<file path="src/lsrte_pkg.sv">
package lsrte_pkg;

  localparam int BUCKETS     = 10;
  localparam int SLOTS       = 3;
  localparam int PATH_LEN    = 10;
  localparam int BUCKET_SPAN = 1000;

  localparam int ENTRIES     = BUCKETS * SLOTS;
  localparam int SETTLED_MAX = PATH_LEN - 1;

  localparam int NODE_W   = 14;
  localparam int COST_W   = 16;
  localparam int KIND_W   = 2;
  localparam int STATUS_W = 3;

  localparam int IDX_W  = (ENTRIES > 1) ? $clog2(ENTRIES) : 1;
  localparam int BASE_W = $clog2(ENTRIES + 1);
  localparam int BKT_W  = $clog2(BUCKETS + 1);
  localparam int SLOT_W = $clog2(SLOTS + 1);
  localparam int PIDX_W = (SETTLED_MAX > 1) ? $clog2(SETTLED_MAX) : 1;
  localparam int CNT_W  = $clog2(SETTLED_MAX + 1);

  localparam logic [KIND_W-1:0] KIND_LOAD   = 2'd0;
  localparam logic [KIND_W-1:0] KIND_ADVERT = 2'd1;
  localparam logic [KIND_W-1:0] KIND_SELECT = 2'd2;

  typedef enum logic [STATUS_W-1:0] {
    ST_OK        = 3'd0,
    ST_IMPROVED  = 3'd1,
    ST_UNCHANGED = 3'd2,
    ST_FULL      = 3'd3,
    ST_EMPTY     = 3'd4
  } status_t;

  typedef struct packed {
    logic [KIND_W-1:0] kind;
    logic [NODE_W-1:0] dest;
    logic [NODE_W-1:0] link;
    logic [COST_W-1:0] metric;
  } in_item_t;

  typedef struct packed {
    status_t           status;
    logic [NODE_W-1:0] chosen_dest;
    logic [COST_W-1:0] chosen_metric;
  } out_item_t;

endpackage

</file>
<file path="src/link_state_route_table_engine_unit.sv">
// Link-state route table engine: one step of a shortest-path search per item.
// An item is taken on in_data when start is high and busy is low. Kind 0 loads
// an own link entry, kind 1 relaxes a neighbor advertisement against the last
// chosen node, kind 2 settles the cheapest unvisited entry while the path has room.
// Every item gives exactly one result on out_data, shown for one cycle with
// out_valid high; the receiver has no way to stall it.
// The own node identifier is written through cfg_data with cfg_valid and
// cfg_ready; cfg_ready is high whenever busy is low.
// One compare and subtract unit and one table read port are walked by a small
// sequencer. A load finds its bucket by repeated subtraction of the bucket span
// and then probes the slots of that bucket in order. An advertisement first
// walks the settled path, then finds the bucket and probes its slots as a load
// does. A select walks all table entries. Items that decide at once (unused
// kind, own node) give their result straight from the idle state. Busy stays
// high until the result cycle, in which the next item may start.
// Reset clears the table valid bits, the path and the last chosen node.
module link_state_route_table_engine_unit (
  input  logic                      clk,
  input  logic                      rst_n,
  input  logic                      start,
  output logic                      busy,
  input  lsrte_pkg::in_item_t       in_data,
  output logic                      out_valid,
  output lsrte_pkg::out_item_t      out_data,
  input  logic                      cfg_valid,
  output logic                      cfg_ready,
  input  logic [lsrte_pkg::NODE_W-1:0] cfg_data
);
  import lsrte_pkg::*;

  typedef enum logic [2:0] {S_IDLE, S_PATH, S_DIV, S_SLOT, S_SEL} state_t;

  state_t            state_r;
  in_item_t          item_r;
  logic [NODE_W-1:0] own_node_r;
  logic [COST_W-1:0] sum_r;
  logic [NODE_W-1:0] rem_r;
  logic [BKT_W-1:0]  bkt_r;
  logic [BASE_W-1:0] base_r;
  logic [SLOT_W-1:0] slot_r;
  logic [IDX_W-1:0]  idx_r;
  logic [CNT_W-1:0]  scan_r;
  logic [CNT_W-1:0]  count_r;
  logic [NODE_W-1:0] last_dest_r;
  logic [COST_W-1:0] last_cost_r;
  logic              found_r;
  logic [IDX_W-1:0]  best_idx_r;
  logic [COST_W-1:0] best_cost_r;
  logic [NODE_W-1:0] best_dest_r;
  logic [ENTRIES-1:0] valid_r;
  logic [ENTRIES-1:0] visited_r;
  logic              out_valid_r;
  out_item_t         out_r;

  logic [NODE_W-1:0] dest_mem_r [ENTRIES];
  logic [NODE_W-1:0] hop_mem_r  [ENTRIES];
  logic [COST_W-1:0] cost_mem_r [ENTRIES];
  logic [NODE_W-1:0] path_mem_r [SETTLED_MAX];

  logic              accept_w;
  logic [COST_W:0]   raw_sum_w;
  logic [COST_W-1:0] sat_sum_w;
  logic              slot_live_w;
  logic              ins_w;
  logic              match_w;
  logic              upd_w;
  logic              cand_w;
  logic              take_w;
  logic              fin_found_w;
  logic [IDX_W-1:0]  fin_idx_w;
  logic [COST_W-1:0] fin_cost_w;
  logic [NODE_W-1:0] fin_dest_w;
  logic              sel_done_w;
  logic              path_full_w;
  logic              commit_w;
  logic              div_step_w;

  assign busy      = (state_r != S_IDLE);
  assign cfg_ready = ~busy;
  assign out_valid = out_valid_r;
  assign out_data  = out_r;
  assign accept_w  = start & ~busy;

  always_comb begin
    raw_sum_w   = {1'b0, in_data.metric} + {1'b0, last_cost_r};
    sat_sum_w   = raw_sum_w[COST_W] ? {COST_W{1'b1}} : raw_sum_w[COST_W-1:0];
    div_step_w  = ({2'b00, rem_r} >= COST_W'(BUCKET_SPAN)) && (bkt_r != BKT_W'(BUCKETS));
    slot_live_w = (state_r == S_SLOT) && (slot_r != SLOT_W'(SLOTS));
    ins_w       = slot_live_w && !valid_r[idx_r];
    match_w     = slot_live_w && valid_r[idx_r] && (item_r.kind == KIND_ADVERT) &&
                  (dest_mem_r[idx_r] == item_r.dest);
    upd_w       = match_w && (cost_mem_r[idx_r] > sum_r);
    cand_w      = valid_r[idx_r] && !visited_r[idx_r];
    take_w      = cand_w && (!found_r || (cost_mem_r[idx_r] < best_cost_r));
    fin_found_w = found_r || take_w;
    fin_idx_w   = take_w ? idx_r : best_idx_r;
    fin_cost_w  = take_w ? cost_mem_r[idx_r] : best_cost_r;
    fin_dest_w  = take_w ? dest_mem_r[idx_r] : best_dest_r;
    sel_done_w  = (state_r == S_SEL) && (idx_r == IDX_W'(ENTRIES - 1));
    path_full_w = (count_r >= CNT_W'(SETTLED_MAX));
    commit_w    = sel_done_w && fin_found_w && !path_full_w;
  end

  always_ff @(posedge clk) begin
    if (ins_w) begin
      dest_mem_r[idx_r] <= item_r.dest;
      hop_mem_r[idx_r]  <= (item_r.kind == KIND_LOAD) ? item_r.link : last_dest_r;
      cost_mem_r[idx_r] <= (item_r.kind == KIND_LOAD) ? item_r.metric : sum_r;
    end else if (upd_w) begin
      hop_mem_r[idx_r]  <= last_dest_r;
      cost_mem_r[idx_r] <= sum_r;
    end
    if (commit_w) begin
      path_mem_r[count_r[PIDX_W-1:0]] <= fin_dest_w;
    end
  end

  always_ff @(posedge clk) begin
    if (!rst_n) begin
      state_r     <= S_IDLE;
      own_node_r  <= '0;
      count_r     <= '0;
      last_dest_r <= '0;
      last_cost_r <= '0;
      valid_r     <= '0;
      visited_r   <= '0;
      out_valid_r <= 1'b0;
      found_r     <= 1'b0;
    end else begin
      out_valid_r <= 1'b0;
      if (cfg_valid && cfg_ready) begin
        own_node_r <= cfg_data;
      end
      unique case (state_r)
        S_IDLE: begin
          if (accept_w) begin
            item_r  <= in_data;
            sum_r   <= sat_sum_w;
            rem_r   <= in_data.dest;
            bkt_r   <= '0;
            base_r  <= '0;
            scan_r  <= '0;
            idx_r   <= '0;
            found_r <= 1'b0;
            priority if (in_data.kind == KIND_LOAD) begin
              state_r <= S_DIV;
            end else if (in_data.kind == KIND_ADVERT && in_data.dest != own_node_r) begin
              state_r <= S_PATH;
            end else if (in_data.kind == KIND_SELECT) begin
              state_r <= S_SEL;
            end else begin
              out_valid_r          <= 1'b1;
              out_r.status         <= ST_UNCHANGED;
              out_r.chosen_dest    <= last_dest_r;
              out_r.chosen_metric  <= last_cost_r;
            end
          end
        end
        S_PATH: begin
          if (scan_r == count_r) begin
            state_r <= S_DIV;
          end else if (path_mem_r[scan_r[PIDX_W-1:0]] == item_r.dest) begin
            state_r             <= S_IDLE;
            out_valid_r         <= 1'b1;
            out_r.status        <= ST_UNCHANGED;
            out_r.chosen_dest   <= last_dest_r;
            out_r.chosen_metric <= last_cost_r;
          end else begin
            scan_r <= scan_r + 1'b1;
          end
        end
        S_DIV: begin
          if (div_step_w) begin
            rem_r  <= rem_r - NODE_W'(BUCKET_SPAN);
            bkt_r  <= bkt_r + 1'b1;
            base_r <= base_r + BASE_W'(SLOTS);
          end else if (bkt_r == BKT_W'(BUCKETS)) begin
            state_r             <= S_IDLE;
            out_valid_r         <= 1'b1;
            out_r.status        <= ST_FULL;
            out_r.chosen_dest   <= last_dest_r;
            out_r.chosen_metric <= last_cost_r;
          end else begin
            state_r <= S_SLOT;
            slot_r  <= '0;
            idx_r   <= base_r[IDX_W-1:0];
          end
        end
        S_SLOT: begin
          priority if (!slot_live_w) begin
            state_r             <= S_IDLE;
            out_valid_r         <= 1'b1;
            out_r.status        <= ST_FULL;
            out_r.chosen_dest   <= last_dest_r;
            out_r.chosen_metric <= last_cost_r;
          end else if (ins_w) begin
            valid_r[idx_r]      <= 1'b1;
            visited_r[idx_r]    <= 1'b0;
            state_r             <= S_IDLE;
            out_valid_r         <= 1'b1;
            out_r.status        <= ST_OK;
            out_r.chosen_dest   <= last_dest_r;
            out_r.chosen_metric <= last_cost_r;
          end else if (match_w) begin
            state_r             <= S_IDLE;
            out_valid_r         <= 1'b1;
            out_r.status        <= upd_w ? ST_IMPROVED : ST_UNCHANGED;
            out_r.chosen_dest   <= last_dest_r;
            out_r.chosen_metric <= last_cost_r;
          end else begin
            slot_r <= slot_r + 1'b1;
            idx_r  <= idx_r + 1'b1;
          end
        end
        S_SEL: begin
          if (take_w) begin
            found_r     <= 1'b1;
            best_idx_r  <= idx_r;
            best_cost_r <= cost_mem_r[idx_r];
            best_dest_r <= dest_mem_r[idx_r];
          end
          if (sel_done_w) begin
            state_r     <= S_IDLE;
            out_valid_r <= 1'b1;
            priority if (!fin_found_w) begin
              last_dest_r         <= '0;
              last_cost_r         <= '0;
              out_r.status        <= ST_EMPTY;
              out_r.chosen_dest   <= '0;
              out_r.chosen_metric <= '0;
            end else if (path_full_w) begin
              out_r.status        <= ST_FULL;
              out_r.chosen_dest   <= last_dest_r;
              out_r.chosen_metric <= last_cost_r;
            end else begin
              visited_r[fin_idx_w] <= 1'b1;
              count_r              <= count_r + 1'b1;
              last_dest_r          <= fin_dest_w;
              last_cost_r          <= fin_cost_w;
              out_r.status         <= ST_OK;
              out_r.chosen_dest    <= fin_dest_w;
              out_r.chosen_metric  <= fin_cost_w;
            end
          end else begin
            idx_r <= idx_r + 1'b1;
          end
        end
        default: begin
          state_r <= S_IDLE;
        end
      endcase
    end
  end

endmodule

</file>
<file path="config.mk">
export PLATFORM = sky130hd
export DESIGN_NAME = link_state_route_table_engine_unit
export DESIGN_NICKNAME = d
export VERILOG_FILES = /design/src/lsrte_pkg.sv /design/src/link_state_route_table_engine_unit.sv
export SDC_FILE = /design/constraint.sdc
export NUM_CORES = 2
export LEC_CHECK = 0
export BUFFER_PORTS_ARGS = -buffer_cell sky130_fd_sc_hd__buf_2
export CAP_MARGIN = 15
export CORE_ASPECT_RATIO = 1.5
export CORE_UTILIZATION = 60
export CTS_CLUSTER_SIZE = 14
export DETAILED_ROUTE_END_ITERATION = 6
export GPL_ROUTABILITY_DRIVEN = 0
export PLACE_DENSITY = 0.85
export SYNTH_ARGS = -nofsm -noshare
export SYNTH_HDL_FRONTEND = slang
export SYNTH_SLANG_ARGS = --single-unit
</file>
<file path="constraint.sdc">
create_clock -name clk -period 17.5 [get_ports clk]
set_input_delay 1.75 -clock clk [delete_from_list [all_inputs] [get_ports clk]]
set_output_delay 1.75 -clock clk [all_outputs]
set_load 0.005 [all_outputs]
</file>
==> results.toml <==
[timing]
max_freq_mhz = 140.8
finalHoldViolCount = 0
maxSlewViolCount = 0
timing.final.crit_share_pct = 40.58
rsz0062_at_grt = "false"
setup_viol = 0
period_minus_slack_ns = 7.102
layout_setup_ws_ns = 10.40
tightestPinTransition_ns = 1.200
max_slew_margin_pct = 20.02
setup_tns_ns = 0
clock_skew_ns = 0.03719

[finish]
nNetsFinal = 3404
drive_above_1_share_pct = 20.56
syn2layout_area_growth_pct = 11.03
fill_cells = 5363
final_area_mm2 = 0.05885

[clock_tree]
cts_buffers = 114
post_cts_resized = 0
clk_path_buf_depth = 3
cts.clk_slew.worst_paths_ns = 0.06
ctsHtreeMaxLevel = 3
cts_setup_buffers = 0
cts_root_buf = "clkbuf_16"
cts_tree = "done"
clk_latency_ns = 0.71
cts_sinks = 1295
cts_hold_buffers = 0

[routing]
drtIter0Drc = 3844
num_vias = 30170
first_pass_iters = 6
wl_um = 132900
ant_nets = 0
vias_per_cell = 6.673
drc = 0
avgRoutedWirePerCell_um = 29.40

[yosys]
async_reset_ff_share_pct = 0
ys_seq_area_share_pct = 71.06
synth-main-ff-cell = "edfxtp_1"
syn_nets = 3243
synth_top_area_share_pct = 66.46
synthCells = 3116
synth_area_per_cell_um2 = 17.01
syn-cell-area_mm2 = 0.05300
ys_warn_count = 0
synth-seq-cells = 1295
ys_types = 87
synth_edf_count = 1173
synth_top_cell_by_area = "edfxtp_1"
synthTopCellsByArea = "edfxtp_1, mux4_2, dfxtp_1, mux2i_1, nand2_1"

[hold_path]
min_from = "valid_r[6]$_SDFFE_PN0P_"
min_path_type = "reg -> reg"

[critical_path]
arrival_ns = 7.39
rrSetupSlack_ns = 10.40
criticalPathCategory = "reg -> reg"
cp_max_fo = 46
worstSetupStartpointType = "flop"
required_ns = 17.79
critical_path.endpoint_type = "flop"

[status]
status = "finished, final reports clean"

[power_and_ir_drop]
ir_worst_vdd_mv = 0.1090
power_leakage_nw = 19.77
power_density_mw_per_mm2 = 147.0

[place]
dpl_cell_area_mm2 = 0.05502
dp_hpwl_um = 75940
portBuffers = 85
place_ws_ns = 10.48

[global_routing]
grt_pass1_vias = 30630
track_usage_pct = 29.42
grt_max_degree = 127
overflow = 0
grt_pass1_wl_um = 192600
antenna_found_initial = 4

[die]
num_rows = 133
die-area_mm2 = 0.08955
die_w_um = 244.7
die_h_um = 366.0
coreArea_mm2 = 0.08753
start_util_pct = 60.55
ioPinCount = 100

[flow_run]
max_cap_viol_count = 0
final timing paths:
kind,end,cells after the start
worst min register to register,valid_r[6]$_SDFFE_PN0P_,1
worst max register to register,cost_mem_r[13][4]$_DFFE_PP_,11
worst max-delay path,cost_mem_r[13][4]$_DFFE_PP_,11
worst min-delay path,valid_r[6]$_SDFFE_PN0P_,1
cell usage after synthesis, drive strengths merged, types with 5 or more instances:
cell	number
nand3	21
a22o	16
nand4	17
a2111oi	8
and3	24
clkbuf	83
nor2b	32
a211o	7
nor2	133
dfxtp	122
a21o	16
a31oi	18
a22oi	22
xor2	25
a21oi	72
xnor2	39
inv	98
mux2i	139
or3	11
o31ai	7
edfxtp	1173
ha	62
nor3b	5
nor4	7
o2111ai	6
o2bb2ai	30
nand2b	18
mux4	221
nor3	21
and2	11
or2	10
mux2	60
a31o	7
nand3b	7
o21a	37
o21ai	108
nand2	225
o22ai	50
a211oi	18
or4	8
buf	73
power by group:
part / switching, W / internal (W)
Clock: 0.00110 / 0.00136
Combinational: 0.00148 / 0.000994
Sequential: 0.000145 / 0.00358
Total: 0.00272 / 0.00593
routing by layer:
| metal | GRT usage, % | share of wire (%) | up-vias |
|---|---|---|---|
| met5 | 0 | 0.011 | - |
| met4 | 18.35 | 6.5 | 2 |
| met3 | 3.663 | 8.3 | 426 |
| met2 | 51.56 | 53 | 2024 |
| met1 | 34.25 | 32 | 15130 |
| li1 | - | - | 12590 |
registers in the layout, summed over array words and instances, names as in the netlist, 16 cells and up, named ones only:
register     count
out_data        33
item_r          32
cost_mem_r     480
path_mem_r     126
sum_r           16
valid_r         30
best_cost_r     16
last_cost_r     16
visited_r       30
dest_mem_r     420
layout make-up:
class                   instances  area, um2  share of cell area (%)
diodes                          3      7.507                 0.01276
clock buffers                 170       3214                   5.462
clock inverters                40      399.1                  0.6782
inverters                      99      371.6                  0.6314
multi-input cells            1566      14340                   24.36
flip-flops and latches       1295      37680                   64.02
well taps                    1147       1435                   2.439
repair buffers                201       1410                   2.396
layout by cell type (no fill, tap or decap), types with 14 or more instances in the layout:
master / n
a211oi_1: 18
a21o_1: 16
a21oi_1: 70
a22o_1: 16
a22oi_1: 22
a31oi_1: 14
and3_1: 24
buf_2: 85
buf_4: 101
clkbuf_1: 42
clkbuf_16: 115
clkinv_2: 19
dfxtp_1: 118
edfxtp_1: 1173
ha_1: 62
inv_1: 97
mux2_2: 55
mux2i_1: 139
mux4_2: 214
nand2_1: 225
nand2b_1: 18
nand3_1: 21
nand4_1: 17
nor2_1: 127
nor2b_1: 32
nor3_1: 19
o21a_1: 37
o21ai_0: 87
o21ai_2: 16
o22ai_1: 50
o2bb2ai_1: 30
xnor2_1: 39
xor2_1: 25
cells by family after synthesis:
| logic type | Yosys count | synth area share, % |
|---|---|---|
| AOI/OAI and AO/OA | 456 | 5.876 |
| xor gates and xnor gates | 64 | 1.058 |
| adders and majority gates | 63 | 1.501 |
| buffers and inverters | 255 | 2.099 |
| DFF | 1295 | 71.06 |
| muxes | 420 | 13.34 |
| and+or+nand+nor | 563 | 5.064 |
metrics by stage:
stage	hold WS (ns)	util [%]	total power (W)	instances
6_report	0.4589	67.23	0.008653	4521
5_1_grt	0.4778	67.23	0.008899	4521
4_1_cts	0.4621	66.99	0.008603	4504
3_5_place_dp	0.4463	62.86	0.006125	4294
3_3_place_gp	0.4406	62.86	0.006052	4294
2_1_floorplan	0.4322	-	0.005420	3116
worst max-delay path, stage by stage (launching register included):
cell,delay (ns)
dfxtp_4,0.79
buf_4,0.79
buf_4,0.58
nand2b_1,0.41
a2111oi_0,0.15
a2111oi_1,0.84
a311o_1,0.41
xor2_1,0.12
or4_1,0.54
nor4_4,0.82
o21ai_4,0.21
nor2_2,0.92
Note: power is estimated with default switching activity, not from simulation.
